[src/voxel_grid_ray_traversal_macros.svh]
// ----------------------------------------------------------------------------
// voxel grid ray traversal assertion macros
// shared property forms for the checks at the end of the top level
// ----------------------------------------------------------------------------
`ifndef VOXEL_GRID_RAY_TRAVERSAL_MACROS_SVH
`define VOXEL_GRID_RAY_TRAVERSAL_MACROS_SVH

// same-cycle implication
`define VGRT_ASSERT_NOW(lbl, ante, cons, msg) \
    lbl: assert property (@(posedge clk) disable iff (!rst_n) (ante) |-> (cons)) \
        else $error(msg);

// next-cycle implication
`define VGRT_ASSERT_NEXT(lbl, ante, cons, msg) \
    lbl: assert property (@(posedge clk) disable iff (!rst_n) (ante) |=> (cons)) \
        else $error(msg);

`endif

[src/vgrt_pkg.sv]
// ----------------------------------------------------------------------------
// vgrt_pkg
// types, constants and helpers shared by the voxel grid ray traversal block
// ----------------------------------------------------------------------------
package vgrt_pkg;

    localparam int MAX_CELLS = 16;

    // divider operand kinds
    localparam logic [1:0] DK_IDX = 2'd0;
    localparam logic [1:0] DK_TN  = 2'd1;
    localparam logic [1:0] DK_TD  = 2'd2;

    // configuration register indexes
    localparam logic [2:0] CFG_MIN_X = 3'd0;
    localparam logic [2:0] CFG_MIN_Y = 3'd1;
    localparam logic [2:0] CFG_MIN_Z = 3'd2;
    localparam logic [2:0] CFG_EDGE  = 3'd3;
    localparam logic [2:0] CFG_CNT_X = 3'd4;
    localparam logic [2:0] CFG_CNT_Y = 3'd5;
    localparam logic [2:0] CFG_CNT_Z = 3'd6;

    localparam logic [5:0]  LAST_K = 6'd63;
    localparam logic [31:0] TSAT   = 32'hFFFF_FFFF;

    typedef struct packed {
        logic       load;
        logic       clr_out;
        logic       div_start;
        logic [1:0] div_kind;
        logic [1:0] div_axis;
        logic [1:0] axis;
        logic       cap_idx;
        logic       set_sign;
        logic       zero_axis;
        logic       cap_tn;
        logic       cap_td;
        logic       step;
    } cmd_t;

    typedef struct packed {
        logic outside;
        logic dir_zero;
        logic div_done;
        logic done;
    } stat_t;

    function automatic logic [4:0] cnt_eff(input logic [4:0] c);
        logic [4:0] r;
        r = c;
        if (c == 5'd0) r = 5'd1;
        else if (c > 5'(MAX_CELLS)) r = 5'(MAX_CELLS);
        return r;
    endfunction

endpackage

[src/voxel_grid_ray_traversal.sv]
// ----------------------------------------------------------------------------
// voxel_grid_ray_traversal
// 3d dda walk of a uniform voxel grid, one request is one ray
// ----------------------------------------------------------------------------
// A ray is taken when the block is idle. Setup runs the range check, then per
// axis a division for the start index and a setup step, and for an axis with
// nonzero direction two more divisions, all on the shared bit-serial divider.
// After that one cell is emitted per cycle while out_stall is low, the last
// one flagged. A ray whose origin lies outside the grid gives a single result
// with origin_inside low, from the output state that follows the range check.
module voxel_grid_ray_traversal
(
    input  logic               clk,
    input  logic               rst_n,
    input  logic               cfg_we,
    input  logic [2:0]         cfg_index,
    input  logic [31:0]        cfg_data,
    input  logic               in_valid,
    output logic               in_stall,
    input  logic signed [31:0] origin_x,
    input  logic signed [31:0] origin_y,
    input  logic signed [31:0] origin_z,
    input  logic signed [31:0] dir_x,
    input  logic signed [31:0] dir_y,
    input  logic signed [31:0] dir_z,
    output logic               out_valid,
    input  logic               out_stall,
    output logic [3:0]         cell_x,
    output logic [3:0]         cell_y,
    output logic [3:0]         cell_z,
    output logic               origin_inside,
    output logic               last
);

`include "voxel_grid_ray_traversal_macros.svh"

    vgrt_pkg::cmd_t  cmd;
    vgrt_pkg::stat_t stat;

    vgrt_ctrl u_ctrl
    (
        .clk           (clk),
        .rst_n         (rst_n),
        .in_valid      (in_valid),
        .in_stall      (in_stall),
        .out_valid     (out_valid),
        .out_stall     (out_stall),
        .origin_inside (origin_inside),
        .last          (last),
        .stat          (stat),
        .cmd           (cmd)
    );

    vgrt_dp u_dp
    (
        .clk       (clk),
        .rst_n     (rst_n),
        .cfg_we    (cfg_we),
        .cfg_index (cfg_index),
        .cfg_data  (cfg_data),
        .origin_x  (origin_x),
        .origin_y  (origin_y),
        .origin_z  (origin_z),
        .dir_x     (dir_x),
        .dir_y     (dir_y),
        .dir_z     (dir_z),
        .cmd       (cmd),
        .stat      (stat),
        .cell_x    (cell_x),
        .cell_y    (cell_y),
        .cell_z    (cell_z)
    );

    `VGRT_ASSERT_NEXT(a_busy_after_take, in_valid && !in_stall, in_stall, "ray taken but still ready")
    `VGRT_ASSERT_NOW(a_outside_is_last, out_valid && !origin_inside, last, "outside result not last")
    `VGRT_ASSERT_NOW(a_no_take_while_out, out_valid, in_stall, "ray taken during emission")
    `VGRT_ASSERT_NEXT(a_idle_after_last, out_valid && !out_stall && last, !out_valid, "result after last")

endmodule

[src/vgrt_div.sv]
// ----------------------------------------------------------------------------
// vgrt_div
// restoring divider, 48 bit dividend by 32 bit divisor, one bit per cycle
// ----------------------------------------------------------------------------
module vgrt_div
(
    input  logic        clk,
    input  logic        rst_n,
    input  logic        start,
    input  logic [47:0] num,
    input  logic [31:0] den,
    output logic [47:0] quot,
    output logic        done
);

    logic [47:0] q_reg, q_next;
    logic [31:0] r_reg, r_next;
    logic [31:0] d_reg, d_next;
    logic [5:0]  n_reg, n_next;
    logic        busy_reg, busy_next;
    logic        done_reg, done_next;
    logic [32:0] trial;

    always_comb
    begin
        q_next    = q_reg;
        r_next    = r_reg;
        d_next    = d_reg;
        n_next    = n_reg;
        busy_next = busy_reg;
        done_next = 1'b0;
        trial     = {r_reg, q_reg[47]};
        if (start)
        begin
            q_next    = num;
            r_next    = 32'd0;
            d_next    = den;
            n_next    = 6'd48;
            busy_next = 1'b1;
        end
        else if (busy_reg)
        begin
            if (trial >= {1'b0, d_reg})
            begin
                r_next = 32'(trial - {1'b0, d_reg});
                q_next = {q_reg[46:0], 1'b1};
            end
            else
            begin
                r_next = trial[31:0];
                q_next = {q_reg[46:0], 1'b0};
            end
            n_next = n_reg - 6'd1;
            if (n_reg == 6'd1)
            begin
                busy_next = 1'b0;
                done_next = 1'b1;
            end
        end
    end

    always_ff @(posedge clk or negedge rst_n)
    begin
        if (!rst_n)
        begin
            n_reg    <= 6'd0;
            busy_reg <= 1'b0;
            done_reg <= 1'b0;
        end
        else
        begin
            n_reg    <= n_next;
            busy_reg <= busy_next;
            done_reg <= done_next;
        end
    end

    always_ff @(posedge clk)
    begin
        q_reg <= q_next;
        r_reg <= r_next;
        d_reg <= d_next;
    end

    assign quot = q_reg;
    assign done = done_reg;

endmodule

[src/vgrt_dp.sv]
// ----------------------------------------------------------------------------
// vgrt_dp
// datapath: configuration, ray setup arithmetic and cell stepping
// ----------------------------------------------------------------------------
module vgrt_dp
(
    input  logic                clk,
    input  logic                rst_n,
    input  logic                cfg_we,
    input  logic [2:0]          cfg_index,
    input  logic [31:0]         cfg_data,
    input  logic signed [31:0]  origin_x,
    input  logic signed [31:0]  origin_y,
    input  logic signed [31:0]  origin_z,
    input  logic signed [31:0]  dir_x,
    input  logic signed [31:0]  dir_y,
    input  logic signed [31:0]  dir_z,
    input  vgrt_pkg::cmd_t      cmd,
    output vgrt_pkg::stat_t     stat,
    output logic [3:0]          cell_x,
    output logic [3:0]          cell_y,
    output logic [3:0]          cell_z
);

    logic [31:0] gmin_reg [3];
    logic [30:0] edge_reg;
    logic [4:0]  cnt_reg [3];

    logic [32:0] diff_reg [3];
    logic [31:0] dir_reg [3];
    logic [4:0]  pos_reg [3];
    logic [5:0]  sign_reg;
    logic [31:0] tn_reg [3];
    logic [31:0] td_reg [3];
    logic [5:0]  k_reg;

    logic [31:0] org [3];
    logic [31:0] dirin [3];
    logic [30:0] edge_eff;
    logic [4:0]  cnt [3];
    logic [35:0] lim [3];
    logic [2:0]  over;
    logic [1:0]  ax;
    logic [1:0]  dax;
    logic [35:0] lo;
    logic signed [37:0] dpos, dneg, dsel;
    logic [31:0] gap;
    logic [31:0] mag;
    logic [47:0] dnum;
    logic [31:0] dden;
    logic [47:0] quot;
    logic        ddone;
    logic [4:0]  qidx;
    logic [31:0] qsat;
    logic [32:0] key [3];
    logic [1:0]  sel;
    logic        mv, ng;
    logic [5:0]  pos_inc;
    logic [32:0] tsum;

    assign org[0]   = origin_x;
    assign org[1]   = origin_y;
    assign org[2]   = origin_z;
    assign dirin[0] = dir_x;
    assign dirin[1] = dir_y;
    assign dirin[2] = dir_z;

    assign edge_eff = (edge_reg == 31'd0) ? 31'd1 : edge_reg;
    assign ax       = cmd.axis;
    assign dax      = cmd.div_axis;

    always_comb
    begin
        for (int a = 0; a < 3; a++)
        begin
            cnt[a]  = vgrt_pkg::cnt_eff(cnt_reg[a]);
            lim[a]  = 36'(cnt[a]) * 36'(edge_eff);
            over[a] = diff_reg[a][32] ||
                      ($signed({{4{diff_reg[a][32]}}, diff_reg[a]}) >
                       $signed({1'b0, lim[a]}));
        end
    end

    // setup arithmetic for the axis the divider starts on
    always_comb
    begin
        lo   = 36'(pos_reg[dax]) * 36'(edge_eff);
        dpos = $signed({2'b00, lo}) + $signed({7'd0, edge_eff})
               - $signed({{5{diff_reg[dax][32]}}, diff_reg[dax]});
        dneg = $signed({{5{diff_reg[dax][32]}}, diff_reg[dax]}) - $signed({2'b00, lo});
        dsel = dir_reg[dax][31] ? dneg : dpos;
        gap  = dsel[37] ? 32'd0 : dsel[31:0];
        mag  = dir_reg[dax][31] ? (~dir_reg[dax] + 32'd1) : dir_reg[dax];
        case (cmd.div_kind)
            vgrt_pkg::DK_IDX:
            begin
                dnum = {15'd0, diff_reg[dax]};
                dden = {1'b0, edge_eff};
            end
            vgrt_pkg::DK_TN:
            begin
                dnum = {gap, 16'd0};
                dden = mag;
            end
            default:
            begin
                dnum = {1'b0, edge_eff, 16'd0};
                dden = mag;
            end
        endcase
    end

    vgrt_div u_div
    (
        .clk   (clk),
        .rst_n (rst_n),
        .start (cmd.div_start),
        .num   (dnum),
        .den   (dden),
        .quot  (quot),
        .done  (ddone)
    );

    assign qidx = (quot > 48'(cnt[ax] - 5'd1)) ? (cnt[ax] - 5'd1) : quot[4:0];
    assign qsat = (quot[47:32] != 16'd0) ? vgrt_pkg::TSAT : quot[31:0];

    // axis choice for the next step, ties go x then y then z
    always_comb
    begin
        for (int a = 0; a < 3; a++)
            key[a] = sign_reg[2*a] ? {1'b0, tn_reg[a]} : 33'h1_0000_0000;
        if (key[0] <= key[1] && key[0] <= key[2]) sel = 2'd0;
        else if (key[1] <= key[2]) sel = 2'd1;
        else sel = 2'd2;
        mv      = sign_reg[{sel, 1'b0}];
        ng      = sign_reg[{sel, 1'b1}];
        pos_inc = {1'b0, pos_reg[sel]} + 6'd1;
        tsum    = {1'b0, tn_reg[sel]} + {1'b0, td_reg[sel]};
    end

    assign stat.outside  = |over;
    assign stat.dir_zero = (dir_reg[ax] == 32'd0);
    assign stat.div_done = ddone;
    assign stat.done     = !mv || (ng && pos_reg[sel] == 5'd0) ||
                           (!ng && pos_inc >= {1'b0, cnt[sel]}) ||
                           (k_reg == vgrt_pkg::LAST_K);

    always_ff @(posedge clk or negedge rst_n)
    begin
        if (!rst_n)
        begin
            for (int a = 0; a < 3; a++)
            begin
                gmin_reg[a] <= 32'd0;
                cnt_reg[a]  <= 5'd16;
                pos_reg[a]  <= 5'd0;
                tn_reg[a]   <= 32'd0;
                td_reg[a]   <= 32'd0;
            end
            edge_reg <= 31'd65536;
            sign_reg <= 6'd0;
            k_reg    <= 6'd0;
        end
        else
        begin
            if (cfg_we)
            begin
                unique case (cfg_index)
                    vgrt_pkg::CFG_MIN_X: gmin_reg[0] <= cfg_data;
                    vgrt_pkg::CFG_MIN_Y: gmin_reg[1] <= cfg_data;
                    vgrt_pkg::CFG_MIN_Z: gmin_reg[2] <= cfg_data;
                    vgrt_pkg::CFG_EDGE:  edge_reg    <= cfg_data[30:0];
                    vgrt_pkg::CFG_CNT_X: cnt_reg[0]  <= cfg_data[4:0];
                    vgrt_pkg::CFG_CNT_Y: cnt_reg[1]  <= cfg_data[4:0];
                    vgrt_pkg::CFG_CNT_Z: cnt_reg[2]  <= cfg_data[4:0];
                    default: ;
                endcase
            end
            if (cmd.load)
            begin
                sign_reg <= 6'd0;
                k_reg    <= 6'd0;
            end
            if (cmd.clr_out)
                for (int a = 0; a < 3; a++)
                    pos_reg[a] <= 5'd0;
            if (cmd.cap_idx)
                pos_reg[ax] <= qidx;
            if (cmd.set_sign)
                sign_reg[{ax, 1'b0} +: 2] <= {dir_reg[ax][31], 1'b1};
            if (cmd.zero_axis)
            begin
                tn_reg[ax] <= vgrt_pkg::TSAT;
                td_reg[ax] <= vgrt_pkg::TSAT;
            end
            if (cmd.cap_tn)
                tn_reg[ax] <= qsat;
            if (cmd.cap_td)
                td_reg[ax] <= qsat;
            if (cmd.step)
            begin
                k_reg        <= k_reg + 6'd1;
                pos_reg[sel] <= ng ? (pos_reg[sel] - 5'd1) : pos_inc[4:0];
                tn_reg[sel]  <= tsum[32] ? vgrt_pkg::TSAT : tsum[31:0];
            end
        end
    end

    always_ff @(posedge clk)
    begin
        if (cmd.load)
            for (int a = 0; a < 3; a++)
            begin
                diff_reg[a] <= {org[a][31], org[a]} - {gmin_reg[a][31], gmin_reg[a]};
                dir_reg[a]  <= dirin[a];
            end
    end

    assign cell_x = pos_reg[0][3:0];
    assign cell_y = pos_reg[1][3:0];
    assign cell_z = pos_reg[2][3:0];

endmodule

[src/vgrt_ctrl.sv]
// ----------------------------------------------------------------------------
// vgrt_ctrl
// sequencer: ray accept, per-axis setup divisions, cell emission
// ----------------------------------------------------------------------------
module vgrt_ctrl
(
    input  logic            clk,
    input  logic            rst_n,
    input  logic            in_valid,
    output logic            in_stall,
    output logic            out_valid,
    input  logic            out_stall,
    output logic            origin_inside,
    output logic            last,
    input  vgrt_pkg::stat_t stat,
    output vgrt_pkg::cmd_t  cmd
);

    localparam logic [2:0] S_IDLE  = 3'd0;
    localparam logic [2:0] S_CHECK = 3'd1;
    localparam logic [2:0] S_IDX   = 3'd2;
    localparam logic [2:0] S_SETUP = 3'd3;
    localparam logic [2:0] S_TN    = 3'd4;
    localparam logic [2:0] S_TD    = 3'd5;
    localparam logic [2:0] S_EMIT  = 3'd6;
    localparam logic [2:0] S_OUT   = 3'd7;

    logic [2:0] state_reg, state_next;
    logic [1:0] axis_reg, axis_next;
    logic       take;

    assign take = !out_stall;

    always_comb
    begin
        state_next   = state_reg;
        axis_next    = axis_reg;
        cmd          = '0;
        cmd.axis     = axis_reg;
        cmd.div_axis = axis_reg;
        unique case (state_reg)
            S_IDLE:
            begin
                if (in_valid)
                begin
                    cmd.load   = 1'b1;
                    state_next = S_CHECK;
                end
            end
            S_CHECK:
            begin
                axis_next = 2'd0;
                if (stat.outside)
                begin
                    cmd.clr_out = 1'b1;
                    state_next  = S_OUT;
                end
                else
                begin
                    cmd.div_axis  = 2'd0;
                    cmd.div_start = 1'b1;
                    cmd.div_kind  = vgrt_pkg::DK_IDX;
                    state_next    = S_IDX;
                end
            end
            S_IDX:
            begin
                if (stat.div_done)
                begin
                    cmd.cap_idx = 1'b1;
                    state_next  = S_SETUP;
                end
            end
            S_SETUP:
            begin
                if (stat.dir_zero)
                begin
                    cmd.zero_axis = 1'b1;
                    if (axis_reg == 2'd2)
                        state_next = S_EMIT;
                    else
                    begin
                        axis_next = axis_reg + 2'd1;
                        state_next = S_SETUP;
                        cmd.div_start = 1'b1;
                        cmd.div_kind  = vgrt_pkg::DK_IDX;
                        cmd.div_axis  = axis_reg + 2'd1;
                        state_next    = S_IDX;
                    end
                end
                else
                begin
                    cmd.set_sign  = 1'b1;
                    cmd.div_start = 1'b1;
                    cmd.div_kind  = vgrt_pkg::DK_TN;
                    state_next    = S_TN;
                end
            end
            S_TN:
            begin
                if (stat.div_done)
                begin
                    cmd.cap_tn    = 1'b1;
                    cmd.div_start = 1'b1;
                    cmd.div_kind  = vgrt_pkg::DK_TD;
                    state_next    = S_TD;
                end
            end
            S_TD:
            begin
                if (stat.div_done)
                begin
                    cmd.cap_td = 1'b1;
                    if (axis_reg == 2'd2)
                        state_next = S_EMIT;
                    else
                    begin
                        axis_next     = axis_reg + 2'd1;
                        cmd.div_start = 1'b1;
                        cmd.div_kind  = vgrt_pkg::DK_IDX;
                        cmd.div_axis  = axis_reg + 2'd1;
                        state_next    = S_IDX;
                    end
                end
            end
            S_EMIT:
            begin
                if (take)
                begin
                    if (stat.done)
                        state_next = S_IDLE;
                    else
                        cmd.step = 1'b1;
                end
            end
            S_OUT:
            begin
                if (take)
                    state_next = S_IDLE;
            end
            default:
            begin
                state_next = S_IDLE;
            end
        endcase
    end

    // the divider starts on the axis it will work on next
    always_ff @(posedge clk or negedge rst_n)
    begin
        if (!rst_n)
        begin
            state_reg <= S_IDLE;
            axis_reg  <= 2'd0;
        end
        else
        begin
            state_reg <= state_next;
            axis_reg  <= axis_next;
        end
    end

    assign in_stall      = (state_reg != S_IDLE);
    assign out_valid     = (state_reg == S_EMIT) || (state_reg == S_OUT);
    assign origin_inside = (state_reg == S_EMIT);
    assign last          = (state_reg == S_OUT) || stat.done;

endmodule

[config.mk]
export PLATFORM = sky130hd
export DESIGN_NAME = voxel_grid_ray_traversal
export DESIGN_NICKNAME = d
export VERILOG_FILES = /design/src/vgrt_pkg.sv /design/src/voxel_grid_ray_traversal.sv /design/src/vgrt_div.sv /design/src/vgrt_dp.sv /design/src/vgrt_ctrl.sv
export VERILOG_INCLUDE_DIRS = /design/src /design/src/src
export SDC_FILE = /design/constraint.sdc
export NUM_CORES = 2
export LEC_CHECK = 0
export BUFFER_PORTS_ARGS = -buffer_cell sky130_fd_sc_hd__buf_2
export CAP_MARGIN = 20
export CORE_AREA = 2 2 441 530
export CTS_BUF_LIST = sky130_fd_sc_hd__clkbuf_8
export CTS_CLUSTER_DIAMETER = 200
export DETAILED_ROUTE_END_ITERATION = 7
export DIE_AREA = 0 0 443 532
export SKIP_LAST_GASP = 1
export SLEW_MARGIN = 30
export SYNTH_ARGS = -nofsm -noshare
export SYNTH_HDL_FRONTEND = slang
export SYNTH_SLANG_ARGS = --single-unit
[constraint.sdc]
create_clock -name clk -period 20 [get_ports clk]
set_input_delay 1 -clock clk [delete_from_list [all_inputs] [get_ports clk]]
set_output_delay 1 -clock clk [all_outputs]
set_load 0.05 [all_outputs]
==> impl_metrics.sql <==
INSERT INTO impl_metrics (metric_group, metric, value, unit) VALUES
('clock_tree', 'ctsHtreeMaxLevel', '4', ''),
('routing', 'first_iter_violations', '4561', ''),
('sta', 'max_freq', '53.0', 'MHz'),
('global_route', 'remaining_overflow_grt', '0', ''),
('setup_path', 'crit_arrival', '19550', 'ps'),
('power', 'ir_worst_vdd', '0.235', 'mV'),
('min_path', 'holdCritPathClass', 'primary input to register', ''),
('floorplan', 'fp.dieH', '532', 'µm'),
('synth', 'synth.distinct_cells', '108', ''),
('place', 'placer_congestion_estimate', '0.988', ''),
('synth', 'syn-num-nets', '9323', ''),
('clock_tree', 'clock-root-buffer', 'sky130_fd_sc_hd__clkbuf_8', ''),
('outcome', 'outcome', 'finished, violations left', ''),
('sta', 'final-max-slew-violation-count', '0', ''),
('global_route', 'grt_pass1_wl', '353000', 'µm'),
('sta', 'fin_skew', '77.1', 'ps'),
('sta', 'finalHoldWorstSlack', '227', 'ps'),
('sta', 'rsz0062_at_grt', 'no', ''),
('synth', 'ys_dominant_reg_cell', 'sky130_fd_sc_hd__dfrtp_1', ''),
('final_layout', 'fillers', '23900', ''),
('clock_tree', 'cts.path.max_buffers', '3', ''),
('final_layout', 'layout_cell_share_with_drive_strength_beyond_1', '10.9', '%'),
('floorplan', 'top_level_ports', '248', ''),
('setup_path', 'criticalPathCategory', 'register to register', ''),
('routing', 'routed-via-count', '60200', ''),
('global_route', 'vias_in_the_first_global_route', '61100', ''),
('synth', 'syn_inst', '8031', ''),
('synth', 'synthMostInstantiatedCell', 'sky130_fd_sc_hd__o21ai_0', ''),
('final_layout', 'largest_register_ffs', '99', ''),
('clock_tree', 'clk_pin_slew', '60', 'ps'),
('synth', 'most_common_library_cells_after_synthesis', 'sky130_fd_sc_hd__o21ai_0 (827), sky130_fd_sc_hd__inv_1 (820), sky130_fd_sc_hd__nand2_1 (779)', ''),
('sta', 'postLayoutSetupSlackWorst', '1120', 'ps'),
('clock_tree', 'cts_tree', 'built', ''),
('synth', 'netlist.area_leader.share', '13.4', '%'),
('job', 'timing.max_cap.violations', '0', ''),
('clock_tree', 'clk-insertion-delay-late', '970', 'ps'),
('clock_tree', 'count_of_clock_tree_sinks', '681', ''),
('setup_path', 'critical_path.top_delay_family', 'compound AO/OA/AOI/OAI gates', ''),
('routing', 'detail_route.vias_per_cell', '5.27', ''),
('synth', 'postSynth.asyncResetShare', '54.9', '%'),
('setup_path', 'startpoint_type', 'register', ''),
('global_route', 'grt_antenna_before_repair', '22', ''),
('sta', 'fin_crit_sh', '94.4', '%'),
('clock_tree', 'cts_buffers', '133', ''),
('synth', 'synth_seq_cells', '681', ''),
('power', 'power_leakage', '35.3', 'nW'),
('setup_path', 'critPathMostFrequentCell', 'sky130_fd_sc_hd__a21oi_1', ''),
('outcome', 'violations', 'DRC', ''),
('routing', 'firstDrtPassIters', '8', ''),
('synth', 'yosys.area.top_type', 'sky130_fd_sc_hd__dfrtp_1', ''),
('global_route', 'globalRouteTotalUtil', '19.1', '%'),
('sta', 'timing.max_slew.rel_slack', '30.6', '%'),
('power', 'p_per_area', '178', 'mW/mm²'),
('routing', 'per_cell_routed_wire_length', '20.1', 'µm'),
('floorplan', 'die_area', '0.236', 'mm²'),
('routing', 'remaining_drc_errors', '1', ''),
('floorplan', 'core_area', '0.230', 'mm²'),
('setup_path', 'crit_path_max_incr_delay', '700', 'ps'),
('synth', 'number_of_enable_type_register_cells_in_the_synthesized_netlist', '275', ''),
('sta', 'actual_transition_at_the_worst_max_transition_pin', '1040', 'ps'),
('synth', 'synth_warnings', '0', ''),
('synth', 'synth_seq_area_share', '26.5', '%'),
('sta', 'timing.final.setup_violations', '0', ''),
('place', 'port-buffer-count', '247', ''),
('setup_path', 'path_buf_inv', '8', ''),
('floorplan', 'fp.dieW', '443', 'µm'),
('sta', 'setup_tns', '0', 'ps'),
('global_route', 'maximum_number_of_pins_on_one_net_before_global_route_repair', '129', ''),
('floorplan', 'initial_utilization', '29.9', '%'),
('setup_path', 'critical_path_peak_fanout', '24', ''),
('setup_path', 'crit_path_top_delay_cell', 'sky130_fd_sc_hd__or4b_2', '');
-- stage by stage --
stage / area (µm²) / total power, W / util [%] / std cells
after global routing: 77500 / 0.0151 / 33.7 / 11400
after floorplan: 68900 / 0.00880 / - / 8031
after detailed placement: 74800 / 0.0122 / 32.5 / 11200
after global placement: 74700 / 0.0120 / 32.5 / 11200
final: 77500 / 0.0138 / 33.7 / 11400
after CTS: 77400 / 0.0137 / 33.6 / 11400
-- repair_timing --
item                                    in CTS  in global routing
resized for setup                            0                  6
endpoints found under the setup margin       0                 32
hold buffers                                 1                  0
hold endpoints to repair                    17                  0
-- layout by cell type, fill, tap and decap left out, types with 75 or more instances in the layout --
master                     synthesis  final
sky130_fd_sc_hd__xor2_1          136    136
sky130_fd_sc_hd__xnor2_1         206    206
sky130_fd_sc_hd__dfrtp_1         370    370
sky130_fd_sc_hd__inv_1           820    859
sky130_fd_sc_hd__nor3_1          122    120
sky130_fd_sc_hd__o21ai_0         827    818
sky130_fd_sc_hd__nor2_1          469    461
sky130_fd_sc_hd__nand2b_1         76     75
sky130_fd_sc_hd__buf_4            13    283
sky130_fd_sc_hd__nand4_1          82     82
sky130_fd_sc_hd__ha_1            704    704
sky130_fd_sc_hd__fa_1            356    356
sky130_fd_sc_hd__edfxtp_1        275    275
sky130_fd_sc_hd__a21o_1          192    192
sky130_fd_sc_hd__o21a_1           80     78
sky130_fd_sc_hd__buf_2            24    246
sky130_fd_sc_hd__clkbuf_8          0    153
sky130_fd_sc_hd__a21oi_1         489    487
sky130_fd_sc_hd__nand3_1          82     82
sky130_fd_sc_hd__and2_1          457    452
sky130_fd_sc_hd__nand2_1         779    778
sky130_fd_sc_hd__nor2b_1         128    119
sky130_fd_sc_hd__mux2i_1         171    171
-- power breakdown --
part           switching, W  internal, W  leakage [nW]  total [W]
registers         0.0000383      0.00155          7.42    0.00159
clock network      0.000689     0.000734          1.51    0.00142
logic               0.00595      0.00481          26.3     0.0108
total               0.00668      0.00709          35.3     0.0138
-- kinds of logic (layout without fill, tap and decap cells) --
group	count (synthesis)	in the layout	share of synthesized area [%]
buffers and inverters	1224	1602	6.82
DFF	681	681	26.5
AOI/OAI and AO/OA	2078	2078	18.3
xor gates and xnor gates	342	342	4.35
and+or+nand+nor	2402	2403	17.2
adders and majority gates	1060	1060	23.1
muxes	244	244	3.68
other	0	10	0
-- path summary, 6_finish.rpt --
kind | from | endpoint | slack, ps | cells after the start
max reg2reg | u_dp.edge_reg[22]$_DFFE_PN0P_ | u_dp.u_div.quot[40]$_DFFE_PP_ | 1120 | 85
max | u_dp.edge_reg[22]$_DFFE_PN0P_ | u_dp.u_div.quot[40]$_DFFE_PP_ | 1120 | 85
min | dir_y[21] | u_dp.dir_reg[1][21]$_DFFE_PP_ | 230 | 1
max in group asynchronous | rst_n | u_dp.gmin_reg[95]$_DFFE_PN0P_ | 15900 | 6
min in group asynchronous | rst_n | u_dp.td_reg[72]$_DFF_PN0_ | 650 | 2
min reg2reg | u_dp.sign_reg[4]$_DFF_PN0_ | u_dp.sign_reg[4]$_DFF_PN0_ | 490 | 2
-- per-layer routing --
metal	wire length, µm	vias up	track usage, %
met5	74	-	0
met4	11100	12	8.67
met3	13800	487	2.98
met2	110000	1929	32.7
met1	95700	29600	23.6
li1	-	28200	-
-- final cells by class --
class / instances / area [µm²] / area share, %
Inverter: 820 / 3090 / 3.99
Timing Repair Buffer: 540 / 3540 / 4.57
Sequential cell: 681 / 18300 / 23.6
Antenna cell: 10 / 25.0 / 0.0323
Clock buffer: 153 / 2110 / 2.72
Tap cell: 3022 / 3780 / 4.88
Multi-Input combinational cell: 6127 / 46100 / 59.5
Clock inverter: 89 / 538 / 0.694
(Power assumes the default switching activity.)
